## src/design/bounded_ordered_list_engine_macros.svh

```systemverilog
// Assertion macros shared by the bounded ordered list engine.
// Each macro samples on clk and is disabled while rst_n is low.
`ifndef BOUNDED_ORDERED_LIST_ENGINE_MACROS_SVH
`define BOUNDED_ORDERED_LIST_ENGINE_MACROS_SVH

// A property that must hold at every clock edge.
`define BOLE_ASSERT(label, prop, msg) \
  label: assert property (@(posedge clk) disable iff (!rst_n) (prop)) \
    else $error(msg);

// A condition that must be followed by a consequence in the same cycle.
`define BOLE_ASSERT_IMP(label, cond, cons, msg) \
  label: assert property (@(posedge clk) disable iff (!rst_n) (cond) |-> (cons)) \
    else $error(msg);

// A condition that must be followed by a consequence in the next cycle.
`define BOLE_ASSERT_NEXT(label, cond, cons, msg) \
  label: assert property (@(posedge clk) disable iff (!rst_n) (cond) |=> (cons)) \
    else $error(msg);

`endif

```

## src/design/bole_pkg.sv

```systemverilog
`timescale 1ns / 1ps
`default_nettype none
// ----------------------------------------------------------------------------
// Bounded ordered list engine package
// Operation, status and state codes and the token that walks the cell chain.
// ----------------------------------------------------------------------------
package bole_pkg;

  localparam int unsigned KIND_W   = 3;
  localparam int unsigned VALUE_W  = 32;
  localparam int unsigned STATUS_W = 2;
  localparam int unsigned COUNT_W  = 5;

  localparam logic [KIND_W-1:0] KIND_INS_FRONT = 3'd0;
  localparam logic [KIND_W-1:0] KIND_INS_BACK  = 3'd1;
  localparam logic [KIND_W-1:0] KIND_INS_ORD   = 3'd2;
  localparam logic [KIND_W-1:0] KIND_DEL_FRONT = 3'd3;
  localparam logic [KIND_W-1:0] KIND_DEL_BACK  = 3'd4;
  localparam logic [KIND_W-1:0] KIND_DEL_VAL   = 3'd5;

  localparam logic [STATUS_W-1:0] STAT_DONE      = 2'd0;
  localparam logic [STATUS_W-1:0] STAT_EMPTY     = 2'd1;
  localparam logic [STATUS_W-1:0] STAT_NOT_FOUND = 2'd2;
  localparam logic [STATUS_W-1:0] STAT_FULL      = 2'd3;

  typedef enum logic [2:0] {
    OP_NOP,
    OP_INS_FRONT,
    OP_INS_BACK,
    OP_INS_ORD,
    OP_DEL_FRONT,
    OP_DEL_BACK,
    OP_DEL_VAL
  } op_t;

  typedef enum logic [1:0] {
    S_IDLE,
    S_WALK,
    S_HOLD
  } state_t;

  typedef struct packed {
    logic                      valid;
    op_t                       op;
    logic signed [VALUE_W-1:0] value;
    logic signed [VALUE_W-1:0] carry;
    logic                      hit;
  } tok_t;

  function automatic logic is_insert(input op_t op);
    is_insert = (op == OP_INS_FRONT) || (op == OP_INS_BACK) || (op == OP_INS_ORD);
  endfunction

  function automatic logic is_delete(input op_t op);
    is_delete = (op == OP_DEL_FRONT) || (op == OP_DEL_BACK) || (op == OP_DEL_VAL);
  endfunction

endpackage
`default_nettype wire

```

## src/design/bounded_ordered_list_engine.sv

```systemverilog
`timescale 1ns / 1ps
`default_nettype none
`include "bounded_ordered_list_engine_macros.svh"
// ----------------------------------------------------------------------------
// Bounded ordered list engine
// A row of list cells updated by an operation token that walks from the head.
//
//   Channel  Ports                                            Beat
//   in       in_valid in_ready in_kind in_value               operation in
//   out      out_valid out_ready out_status out_entry_count   status out
//
// Each operation is registered as a token in the launch register and steps
// one cell per cycle through the chain before its result is registered out.
// A new beat is taken only after the previous result has been registered on
// the result side; only one operation is in the chain at a time.
// A stalled result is parked in a holding register and blocks new beats.
// Reset empties the list; entry storage itself is not cleared.
// ----------------------------------------------------------------------------
module bounded_ordered_list_engine
  import bole_pkg::*;
#(
  parameter int unsigned CAPACITY = 16
) (
  input  logic                       clk,
  input  logic                       rst_n,
  input  logic                       in_valid,
  output logic                       in_ready,
  input  logic [KIND_W-1:0]          in_kind,
  input  logic signed [VALUE_W-1:0]  in_value,
  output logic                       out_valid,
  input  logic                       out_ready,
  output logic [STATUS_W-1:0]        out_status,
  output logic [COUNT_W-1:0]         out_entry_count
);

  localparam int unsigned OCC_W = $clog2(CAPACITY + 1);

  state_t                    state_r, state_nxt;
  logic [OCC_W-1:0]          occ_r, occ_nxt;
  logic [STATUS_W-1:0]       pre_status_r, pre_status_nxt;
  tok_t                      launch_r, launch_nxt;
  logic                      out_valid_r, out_valid_nxt;
  logic [STATUS_W-1:0]       out_status_r, out_status_nxt;
  logic [COUNT_W-1:0]        out_count_r, out_count_nxt;
  logic [STATUS_W-1:0]       hold_status_r, hold_status_nxt;
  logic [COUNT_W-1:0]        hold_count_r, hold_count_nxt;

  tok_t                      tok_w [0:CAPACITY];
  logic signed [VALUE_W-1:0] entry_w [0:CAPACITY-1];
  logic [CAPACITY-1:0]       tok_busy;

  tok_t                      last_tok;
  logic                      in_fire;
  logic                      out_free;
  logic                      full;
  logic                      empty;
  logic [STATUS_W-1:0]       fin_status;
  logic [OCC_W-1:0]          fin_occ;
  logic [OCC_W+COUNT_W-1:0]  fin_ext;
  logic [COUNT_W-1:0]        fin_count;
  op_t                       start_op;
  logic [STATUS_W-1:0]       start_status;

  assign tok_w[0] = launch_r;
  assign last_tok = tok_w[CAPACITY];

  genvar gi;
  generate
    for (gi = 0; gi < CAPACITY; gi++) begin : g_cell
      logic signed [VALUE_W-1:0] next_entry;
      if (gi == CAPACITY - 1) begin : g_tail
        assign next_entry = entry_w[gi];
      end else begin : g_body
        assign next_entry = entry_w[gi+1];
      end
      bole_cell #(
        .IDX   (gi),
        .OCC_W (OCC_W)
      ) u_cell (
        .clk          (clk),
        .rst_n        (rst_n),
        .occ_i        (occ_r),
        .next_entry_i (next_entry),
        .tok_i        (tok_w[gi]),
        .entry_o      (entry_w[gi]),
        .tok_o        (tok_w[gi+1])
      );
      assign tok_busy[gi] = tok_w[gi].valid;
    end
  endgenerate

  assign in_ready = (state_r == S_IDLE);
  assign in_fire  = in_valid && in_ready;
  assign out_free = !out_valid_r || out_ready;
  assign full     = occ_r >= OCC_W'(CAPACITY);
  assign empty    = occ_r == '0;

  always_comb begin
    start_op     = OP_NOP;
    start_status = STAT_DONE;
    case (in_kind)
      KIND_INS_FRONT: begin
        start_op     = full ? OP_NOP : OP_INS_FRONT;
        start_status = full ? STAT_FULL : STAT_DONE;
      end
      KIND_INS_BACK: begin
        start_op     = full ? OP_NOP : OP_INS_BACK;
        start_status = full ? STAT_FULL : STAT_DONE;
      end
      KIND_INS_ORD: begin
        start_op     = full ? OP_NOP : OP_INS_ORD;
        start_status = full ? STAT_FULL : STAT_DONE;
      end
      KIND_DEL_FRONT: begin
        start_op     = empty ? OP_NOP : OP_DEL_FRONT;
        start_status = empty ? STAT_EMPTY : STAT_DONE;
      end
      KIND_DEL_BACK: begin
        start_op     = empty ? OP_NOP : OP_DEL_BACK;
        start_status = empty ? STAT_EMPTY : STAT_DONE;
      end
      KIND_DEL_VAL: begin
        start_op     = empty ? OP_NOP : OP_DEL_VAL;
        start_status = empty ? STAT_EMPTY : STAT_DONE;
      end
      default: begin
        start_op     = OP_NOP;
        start_status = STAT_DONE;
      end
    endcase
  end

  always_comb begin
    fin_status = pre_status_r;
    if (pre_status_r == STAT_DONE && last_tok.op == OP_DEL_VAL && !last_tok.hit) begin
      fin_status = STAT_NOT_FOUND;
    end
    fin_occ = occ_r;
    if (last_tok.hit && is_insert(last_tok.op)) begin
      fin_occ = occ_r + OCC_W'(1);
    end else if (last_tok.hit && is_delete(last_tok.op)) begin
      fin_occ = occ_r - OCC_W'(1);
    end
    fin_ext   = (OCC_W + COUNT_W)'(fin_occ);
    fin_count = fin_ext[COUNT_W-1:0];
  end

  always_comb begin
    state_nxt       = state_r;
    occ_nxt         = occ_r;
    pre_status_nxt  = pre_status_r;
    launch_nxt      = '0;
    out_valid_nxt   = out_valid_r && !out_ready;
    out_status_nxt  = out_status_r;
    out_count_nxt   = out_count_r;
    hold_status_nxt = hold_status_r;
    hold_count_nxt  = hold_count_r;
    case (state_r)
      S_IDLE: begin
        if (in_fire) begin
          launch_nxt.valid = 1'b1;
          launch_nxt.op    = start_op;
          launch_nxt.value = in_value;
          pre_status_nxt   = start_status;
          state_nxt        = S_WALK;
        end
      end
      S_WALK: begin
        if (last_tok.valid) begin
          occ_nxt = fin_occ;
          if (out_free) begin
            out_valid_nxt  = 1'b1;
            out_status_nxt = fin_status;
            out_count_nxt  = fin_count;
            state_nxt      = S_IDLE;
          end else begin
            hold_status_nxt = fin_status;
            hold_count_nxt  = fin_count;
            state_nxt       = S_HOLD;
          end
        end
      end
      S_HOLD: begin
        if (out_free) begin
          out_valid_nxt  = 1'b1;
          out_status_nxt = hold_status_r;
          out_count_nxt  = hold_count_r;
          state_nxt      = S_IDLE;
        end
      end
      default: begin
        state_nxt = S_IDLE;
      end
    endcase
  end

  always_ff @(posedge clk) begin
    pre_status_r  <= pre_status_nxt;
    out_status_r  <= out_status_nxt;
    out_count_r   <= out_count_nxt;
    hold_status_r <= hold_status_nxt;
    hold_count_r  <= hold_count_nxt;
    if (!rst_n) begin
      state_r     <= S_IDLE;
      occ_r       <= '0;
      launch_r    <= '0;
      out_valid_r <= 1'b0;
    end else begin
      state_r     <= state_nxt;
      occ_r       <= occ_nxt;
      launch_r    <= launch_nxt;
      out_valid_r <= out_valid_nxt;
    end
  end

  assign out_valid       = out_valid_r;
  assign out_status      = out_status_r;
  assign out_entry_count = out_count_r;

  `BOLE_ASSERT(a_occ_bound, occ_r <= OCC_W'(CAPACITY), "Occupancy exceeds capacity.")
  `BOLE_ASSERT(a_one_token, $onehot0({tok_busy, last_tok.valid}), "More than one token in chain.")
  `BOLE_ASSERT_NEXT(a_launch, in_fire, launch_r.valid && state_r == S_WALK, "Beat not launched.")
  `BOLE_ASSERT_IMP(a_tok_walk, tok_busy != '0 || last_tok.valid, state_r == S_WALK,
                   "Token in chain outside of walk.")

endmodule
`default_nettype wire

```

## src/design/bole_cell.sv

```systemverilog
`timescale 1ns / 1ps
`default_nettype none
// ----------------------------------------------------------------------------
// Bounded ordered list engine cell
// Holds one list position and applies the passing operation token to it.
// ----------------------------------------------------------------------------
module bole_cell
  import bole_pkg::*;
#(
  parameter int unsigned IDX   = 0,
  parameter int unsigned OCC_W = 5
) (
  input  logic                      clk,
  input  logic                      rst_n,
  input  logic [OCC_W-1:0]          occ_i,
  input  logic signed [VALUE_W-1:0] next_entry_i,
  input  tok_t                      tok_i,
  output logic signed [VALUE_W-1:0] entry_o,
  output tok_t                      tok_o
);

  logic signed [VALUE_W-1:0] entry_r, entry_nxt;
  tok_t                      tok_r, tok_nxt;
  logic                      valid_here;
  logic                      at_end;
  logic                      last_here;
  logic                      ins_here;
  logic                      del_here;

  always_comb begin
    valid_here = OCC_W'(IDX) < occ_i;
    at_end     = OCC_W'(IDX) == occ_i;
    last_here  = OCC_W'(IDX + 1) == occ_i;
    ins_here   = 1'b0;
    del_here   = 1'b0;
    case (tok_i.op)
      OP_INS_FRONT: ins_here = (IDX == 0);
      OP_INS_BACK:  ins_here = at_end;
      OP_INS_ORD: begin
        if (IDX == 0) begin
          ins_here = at_end || (tok_i.value <= entry_r);
        end else begin
          ins_here = at_end || (valid_here && (entry_r > tok_i.value));
        end
      end
      OP_DEL_FRONT: del_here = valid_here && (IDX == 0);
      OP_DEL_BACK:  del_here = last_here;
      OP_DEL_VAL:   del_here = valid_here && (entry_r == tok_i.value);
      default: begin
        ins_here = 1'b0;
        del_here = 1'b0;
      end
    endcase
  end

  always_comb begin
    entry_nxt = entry_r;
    tok_nxt   = tok_i;
    if (tok_i.valid) begin
      if (is_insert(tok_i.op)) begin
        if (!tok_i.hit && ins_here) begin
          entry_nxt     = tok_i.value;
          tok_nxt.carry = entry_r;
          tok_nxt.hit   = 1'b1;
        end else if (tok_i.hit && (valid_here || at_end)) begin
          entry_nxt     = tok_i.carry;
          tok_nxt.carry = entry_r;
        end
      end else if (is_delete(tok_i.op)) begin
        if ((!tok_i.hit && del_here) || (tok_i.hit && valid_here)) begin
          entry_nxt   = next_entry_i;
          tok_nxt.hit = 1'b1;
        end
      end
    end
  end

  always_ff @(posedge clk) begin
    entry_r <= entry_nxt;
    if (!rst_n) begin
      tok_r <= '0;
    end else begin
      tok_r <= tok_nxt;
    end
  end

  assign entry_o = entry_r;
  assign tok_o   = tok_r;

endmodule
`default_nettype wire

```

## config.mk

```make
export PLATFORM = sky130hd
export DESIGN_NAME = bounded_ordered_list_engine
export DESIGN_NICKNAME = d
export VERILOG_FILES = /design/src/design/bole_pkg.sv /design/src/design/bounded_ordered_list_engine.sv /design/src/design/bole_cell.sv
export VERILOG_INCLUDE_DIRS = /design/src /design/src/design
export SDC_FILE = /design/constraint.sdc
export NUM_CORES = 2
export LEC_CHECK = 0
export ABC_AREA = 1
export ABC_CLOCK_PERIOD_IN_PS = 11850
export BUFFER_PORTS_ARGS = -buffer_cell sky130_fd_sc_hd__buf_4
export CAP_MARGIN = 10
export CORE_MARGIN = 10
export CORE_UTILIZATION = 35
export CTS_CLUSTER_SIZE = 14
export DETAILED_ROUTE_END_ITERATION = 8
export GPL_TIMING_DRIVEN = 1
export PLACE_DENSITY = 0.49
export SLEW_MARGIN = 20
export SYNTH_ARGS = -nofsm -noshare
export SYNTH_HDL_FRONTEND = slang
export SYNTH_SLANG_ARGS = --single-unit
```

## constraint.sdc

```tcl
create_clock -name clk -period 11.85 [get_ports clk]
set_input_delay 0 -clock clk [delete_from_list [all_inputs] [get_ports clk]]
set_output_delay 0 -clock clk [all_outputs]
set_load 0.005 [all_outputs]
```

# --- Word-level counts from Yosys, hierarchy flattened ---
# Cells that the tools add are included.
word_totals:
  regBits: 1645
  input_bits: 39
  output_inout_bits: 9
classes:
  bitwise: 1
  n_mux: 264
  add_sub_neg: 2
  n_lt_le_gt_ge: 33
  reduce_logical: 298
  n_eq_ne: 160
ops:
  columns: ["op", "count"]
  rows:
  - ["32-bit two-way mux", 122]
  - ["32-bit == test", 16]
  - ["33-bit two-way mux", 15]
  - ["32-bit > comparator", 15]
  - ["3-bit == test (second input constant)", 53]
  - ["1-bit logical OR", 117]
  - ["3-bit by 2-bit == test with 1-bit output (second input constant)", 36]
  - ["1-bit logical AND", 101]
  - ["1-bit two-way mux", 69]
  - ["4-bit AND reduction", 16]
  - ["2-bit nonzero test", 32]
  - ["1-bit case mux with 2 select lines", 31]
  - ["3-bit by 1-bit == test with 1-bit output (second input constant)", 18]
  - ["3-bit inequality test (second input constant)", 15]
  - ["4-bit by 5-bit == test with 1-bit output (first input constant)", 8]
  - ["4-bit by 5-bit < comparator with 1-bit output (first input constant)", 8]
  - ["36-bit two-way mux", 1]
  - ["32-bit less-or-equal comparator", 1]
  - ["5-bit two-way mux", 5]
  - ["2-bit two-way mux", 11]
  - ["3-bit by 5-bit == test with 1-bit output (first input constant)", 4]
  - ["3-bit by 5-bit < comparator with 1-bit output (first input constant)", 4]
  - ["1-bit zero test", 19]
  - ["3-bit case mux with 6 select lines", 1]
  - ["other kinds (24)", 40]

# --- Depth between registers and ports, before layout ---
logic_depth:
  word_depth: 9
  ltp_mapped: 23

# --- By module ---
# A second synthesis with hierarchy kept.
hier_totals:
  hier_cells: 11306
  area_unflattened_um2: 84333.4
modules_own_cells:
  columns: ["module", "cells_each", "instances", "area_per_inst_um2"]
  rows:
  - ["bole_cell at g_cell[3].u_cell", 814, 1, 5726.7]
  - ["bole_cell at g_cell[6].u_cell", 816, 1, 5715.5]
  - ["bole_cell at g_cell[0].u_cell", 710, 1, 5356.4]
  - ["bole_cell at g_cell[10].u_cell", 669, 1, 5098.6]
  - ["bole_cell at g_cell[9].u_cell", 670, 1, 5061.1]
  - ["bole_cell at g_cell[13].u_cell", 669, 1, 5032.3]
  - ["bole_cell at g_cell[14].u_cell", 669, 1, 5029.8]
  - ["bole_cell at g_cell[11].u_cell", 669, 1, 5026.1]
  - ["bole_cell at g_cell[2].u_cell", 672, 1, 5026.1]
  - ["bole_cell at g_cell[4].u_cell", 670, 1, 5012.3]
  - ["bole_cell at g_cell[5].u_cell", 671, 1, 5009.8]
  - ["bole_cell at g_cell[8].u_cell", 670, 1, 5004.8]
  - ["bole_cell at g_cell[1].u_cell", 667, 1, 4996.0]
  - ["bole_cell at g_cell[7].u_cell", 664, 1, 4993.5]
  - ["+3 rows", null, null, null]

# --- Least setup slack after synthesis ---
# No wires, ideal clock.
synth_path:
  kind: "flip-flop to flip-flop"
  startpoint: "register g_cell[6].u_cell.entry_r[31]"
  endpoint: "register g_cell[6].u_cell.entry_r[0], enable pin"
  period_less_slack_ns: 4.031
  required_ns: 11.411
  arrival_ns: 3.591
  path_stages_with_launch: 12
  slack_ns: 7.819
  n_path_buf: 1
  setup_ns: 0.439
  path_cell_list: "edfxtp_1 ha_1 nand2_1 nor3_2 and3_1 nand2_1 nand3_1 nand3_1 nand2_2 nand3_4 clkbuf_1 a32oi_1"
synth_between:
  elab_chain_len: 7
  word_cells_on_any_way: 13
  cone_classes: "order compare: 1; eq/ne: 2; mux: 2; reduce/logical: 8"
synth_rtl:
  columns: ["item", "line", "text"]
  rows:
  - ["start, declared", "bole_cell.sv:22", "logic signed [VALUE_W-1:0] entry_r, entry_nxt;"]
  - ["start signal, assigned", "bole_cell.sv:79", "entry_r <= entry_nxt;"]
  - ["32-bit > comparator or 32-bit == test (tied branches)", "bole_cell.sv:43, bole_cell.sv:48", null]
  - ["1-bit logical AND, on equally long branches", "bole_cell.sv:43, bole_cell.sv:48", null]
  - ["1-bit logical OR or 1-bit case mux with 2 select lines (tied branches)", "bole_cell.sv:43, bole_cell.sv:36", null]
  - ["1-bit case mux with 2 select lines or 1-bit logical AND (tied branches)", "bole_cell.sv:36, bole_cell.sv:70", null]
  - ["1-bit logical AND or 1-bit logical OR (tied branches)", "bole_cell.sv:61, bole_cell.sv:70", null]
  - ["3-bit inequality test (no line) or 2-bit nonzero test (tied branches)", null, null]
  - ["4-bit AND reduction (no line) *", null, null]
# Every way passes the cells marked *; elsewhere a longest branch is shown, timed or not.
# A chain may end at the register's enable or synchronous reset.

# --- Worst setup path after layout ---
layout_path:
  startpoint: "register g_cell[11].u_cell.entry_r[11]"
  endpoint: "register g_cell[11].u_cell.entry_r[13], enable pin"
layout_between:
  elab_chain_len: 7
  word_cells_on_any_way: 13
  cone_classes: "order compare: 1; eq/ne: 2; mux: 2; reduce/logical: 8"
layout_rtl:
  columns: ["item", "line"]
  rows:
  - ["start, declared", "bole_cell.sv:22"]
  - ["start signal, assigned", "bole_cell.sv:79"]
  - ["32-bit > comparator or 32-bit == test (tied branches)", "bole_cell.sv:43, bole_cell.sv:48"]
  - ["1-bit logical AND, on equally long branches", "bole_cell.sv:43, bole_cell.sv:48"]
  - ["1-bit logical OR or 1-bit case mux with 2 select lines (tied branches)", "bole_cell.sv:43, bole_cell.sv:36"]
  - ["1-bit case mux with 2 select lines or 1-bit logical AND (tied branches)", "bole_cell.sv:36, bole_cell.sv:70"]
  - ["1-bit logical AND or 1-bit logical OR (tied branches)", "bole_cell.sv:61, bole_cell.sv:70"]
  - ["3-bit inequality test (no line) or 2-bit nonzero test (tied branches)", null]
  - ["4-bit AND reduction (no line) *", null]
# Marked as above.

==> impl_table.tex <==
\begin{tabular}{lr}
\hline
Metric & Value \\
\hline
\multicolumn{2}{l}{\textbf{Placed design}} \\
Half-perimeter wire length after placement & 184500 um \\
Number of input and output port buffers inserted & 47 \\
Total placed cells including tap cells & 13570 \\
Placer's final routability congestion estimate & 0.8515 \\
Placement Setup Slack & 7055 ps \\
Area post-placement & 84060 um\^{}2 \\
\multicolumn{2}{l}{\textbf{Final layout}} \\
Share of post-route cells with drive strength above 1 & 4.815\% \\
Nets@finish & 11360 \\
Area of all placed cells without fillers & 90930 um\^{}2 \\
Final non-filler cell total & 13990 \\
Synthesis-to-layout area growth & 12.41\% \\
Post-layout util & 39.55\% \\
\multicolumn{2}{l}{\textbf{Detailed routing}} \\
Detailed-route vias per instance & 4.929 \\
Total iterations of the first detailed-routing run & 6 \\
Number of DRC violations after detailed-routing iteration 0 & 5136 \\
Total wire length & 260000 um \\
Number of routed nets with antenna violations & 0 \\
Vias & 68960 \\
Wire per inst & 18.58 um \\
Post-detailed-route DRC marker count & 0 \\
\multicolumn{2}{l}{\textbf{Die}} \\
X dimension of the die & 500.7 um \\
Y dimension of the die & 500.7 um \\
Standard-cell rows & 176 \\
Starting Density & 35.19\% \\
Die Outline Area & 250700 um\^{}2 \\
Total I/O pin count & 48 \\
Standard cell core area & 229900 um\^{}2 \\
\multicolumn{2}{l}{\textbf{Global routing}} \\
Initial antenna violation count & 1 \\
Number of global-route vias before repair & 66900 \\
Largest net degree at the start of global routing & 214 \\
Total congestion overflow after global routing & 0 \\
Wire length of the first global-routing pass & 397000 um \\
All-layer global routing usage & 20.04\% \\
\multicolumn{2}{l}{\textbf{Power and ir drop}} \\
Worst supply voltage drop on vdd & 0.1151 mV \\
Total Power Consumption & 11.69 mW \\
Lkg Pwr & 43.52 nW \\
Power density over cell area & 128.6 nW/um\^{}2 \\
\multicolumn{2}{l}{\textbf{Hold path}} \\
Min-Delay Path Depth & 4 \\
Class of the worst hold path & in2reg \\
\multicolumn{2}{l}{\textbf{Synthesis}} \\
Post-synth cell types & 54 \\
Syn avg cell area & 7.423 um\^{}2 \\
Fraction of registers with async set/reset & 0\% \\
Number of flip-flops and latches in the synthesized netlist & 1612 \\
Count of flip-flops with a built-in enable after synthesis & 528 \\
Syn. warnings & 0 \\
Cell count after synthesis & 10900 \\
Post-synthesis sequential area ratio & 46.43\% \\
Post-synthesis instance area & 80890 um\^{}2 \\
Prevailing post-synth register cell & dfxtp\_1 \\
Post-Syn Nets & 11460 \\
\multicolumn{2}{l}{\textbf{STA}} \\
Final count of negative-setup-slack endpoints & 0 \\
Final hold slack & 76.70 ps \\
Max\_slew headroom & 24.58\% \\
Final Critical Period & 4914 ps \\
Final Hold Vio Count & 0 \\
Final setup margin & 6936 ps \\
Setup repair after global routing missed its margin & no \\
Slew Viols, Final & 0 \\
Tightest Pin Transition & 1131 ps \\
Setup TNS & 0 ps \\
Final setup skew & 23.84 ps \\
Fmax & 203.5 MHz \\
Ratio of final minimum period to clock period & 41.47\% \\
\multicolumn{2}{l}{\textbf{Setup path}} \\
Critical path cell sequence & ha\_1 -> a21oi\_1 -> nand2\_1 -> a21oi\_1 -> nand2\_1 -> nand2\_1 -> nand3\_1 -> nand2\_1 -> nand2\_1 -> nand2\_2 -> buf\_4 -> nand3\_2 -> buf\_4 -> a31oi\_4 -> buf\_4 \\
Worst setup path start & g\_cell[11].u\_cell.entry\_o[11] \\
Required time of the worst setup path & 12310 ps \\
Number of cells on the critical path & 15 \\
Slack of the worst reg-to-reg path & 6940 ps \\
Critical path's most frequent cell & nand2\_1 \\
Largest incremental delay on the critical path & 910 ps \\
Classification of the worst setup path & reg2reg \\
Largest delay share family, worst path & simple AND/OR/NAND/NOR gates \\
Slowest library cell on the worst path & nand3\_2 \\
Critical path capture point type & register \\
Worst EP arrival & 5370 ps \\
Worst setup path endpoint & g\_cell[11].u\_cell.entry\_o[13] \\
FF-to-FF End & g\_cell[11].u\_cell.entry\_o[13] \\
Number of buffer and inverter instances along the worst setup path & 3 \\
Largest fanout on the critical path & 51 \\
Nature of the critical path startpoint & register \\
R2r worst-path depth & 15 \\
Startpoint of the worst-slack reg-to-reg timing path & g\_cell[11].u\_cell.entry\_o[11] \\
\multicolumn{2}{l}{\textbf{Clock network}} \\
\# clock sinks & 1612 \\
Clock tree from TritonCTS & yes \\
H-Tree Depth & 4 \\
Clk pin slew, worst setup/hold paths & 70 ps \\
Clock buffer count from CTS & 182 \\
Root buffer selected by CTS & clkbuf\_16 \\
Largest buffer count on any clock path & 3 \\
Clk Latency, worst-skew pair & 830 ps \\
Post-cts repair resize count & 0 \\
\multicolumn{2}{l}{\textbf{Job}} \\
MaxCap Viol Count & 0 \\
\multicolumn{2}{l}{\textbf{Outcome}} \\
Status & completed \\
\hline
\end{tabular}
==> worst min path at each step <==
stage | start | to | slack, ps
3_5_place_dp | in_value[15] | launch_r[48] | 220
6_report | in_value[30] | launch_r[63] | 80
2_1_floorplan | in_value[0] | launch_r[33] | 110
5_1_grt | out_ready | out_valid | 60
4_1_cts | out_ready | out_valid | 9
3_3_place_gp | in_value[13] | launch_r[46] | 210
==> synth_stat cells (6+ instances only) <==
cell type / instances / share of area, %
o21ai_1: 96 / 0.59
o211ai_1: 10 / 0.093
dfxtp_1: 1084 / 27
nand3_1: 360 / 2.2
nor3_1: 31 / 0.19
nand4_1: 217 / 1.7
inv_2: 17 / 0.079
nand2_2: 14 / 0.11
nor2_2: 6 / 0.046
o21ai_0: 684 / 4.2
buf_2: 117 / 0.72
a31oi_1: 15 / 0.12
inv_1: 1889 / 8.8
clkinv_1: 6 / 0.028
and3_1: 12 / 0.093
ha_1: 520 / 8.0
clkbuf_1: 318 / 1.5
o21a_1: 38 / 0.35
buf_6: 10 / 0.14
nand3_2: 7 / 0.087
edfxtp_1: 528 / 20
nor2_1: 823 / 3.8
o22ai_1: 25 / 0.19
nand2_1: 3195 / 15
nor4_1: 10 / 0.077
a21oi_1: 755 / 4.7
a211oi_1: 8 / 0.074
buf_1: 45 / 0.21
==> worst register-to-register path, stage by stage (launching register included) <==
cell      delay (ps)
edfxtp_1         410
ha_1             350
a21oi_1          180
nand2_1           80
a21oi_1          250
nand2_1          180
nand2_1          130
nand3_1           70
nand2_1           80
nand2_1           60
nand2_2           50
buf_4            410
nand3_2          920
buf_4            630
a31oi_4          240
buf_4            470
==> sequential cells by signal, summed over array words and instances (netlist names) <==
register               count
g_cell.u_cell.entry_o    512
g_cell.u_cell.tok_o     1040
hold_count_r               5
hold_status_r              2
launch_r                  36
occ_r                      5
out_entry_count            5
out_status                 2
out_valid                  1
pre_status_r               2
state_r                    2
==> cell families (layout without fill, tap and decap cells) <==
family | count (synthesis) | count (layout) | synth area share [%]
flip-flops | 1612 | 1612 | 46.43
AO/OA/AOI/OAI | 1658 | 1658 | 10.60
XOR/XNOR | 4 | 4 | 0.04331
other | 0 | 1 | 0
buffers and inverters | 2408 | 2475 | 11.47
adder cells (fa/ha/maj) | 520 | 520 | 8.043
AND/OR/NAND/NOR | 4696 | 4696 | 23.41
==> per-layer routing <==
metal	track usage, %	wire, um
met1	25.71	113100
met2	35.08	126700
met3	2.764	13090
met4	5.584	7105
met5	0	0
==> timing repair <==
item | CTS | global route
setup buffers | 0 | 0
endpoints found under the hold margin | 166 | 0
endpoints found under the setup margin | 0 | 0
hold buffers | 78 | 0
==> where the power goes <==
part	leakage, nW	switching, mW	internal (mW)
sequential	13.6	0.0202	5.70
combinational	27.0	0.154	0.0706
clock	2.99	2.41	3.33
==> cell type report <==
class                      instances  area (um^2)
antenna                            1        2.502
multi-input combinational       6878        34410
fill                           24090       139000
inverter                        1912         7186
tap                             3026         3786
sequential                      1612        37560
timing repair buffer             217         1908
clock inverter                    71        556.8
clock buffer                     275         5520
==> cells in the final DEF (no fill, tap or decap), types with 25 or more instances in the layout <==
master / netlist / layout
clkinv_2: 0 / 31
clkbuf_8: 0 / 34
clkbuf_16: 0 / 195
nand2_1: 3195 / 3194
o21ai_1: 96 / 90
nand4_1: 217 / 217
o22ai_1: 25 / 25
edfxtp_1: 528 / 528
nand3_1: 360 / 352
buf_4: 5 / 133
o21a_1: 38 / 38
nor3_1: 31 / 31
inv_1: 1889 / 1884
dfxtp_1: 1084 / 1084
nor2_1: 823 / 816
o21ai_0: 684 / 683
clkbuf_1: 318 / 46
a21oi_1: 755 / 750
dlygate4sd3_1: 0 / 78
ha_1: 520 / 520
No activity file was read; power rests on OpenSTA's default activity.
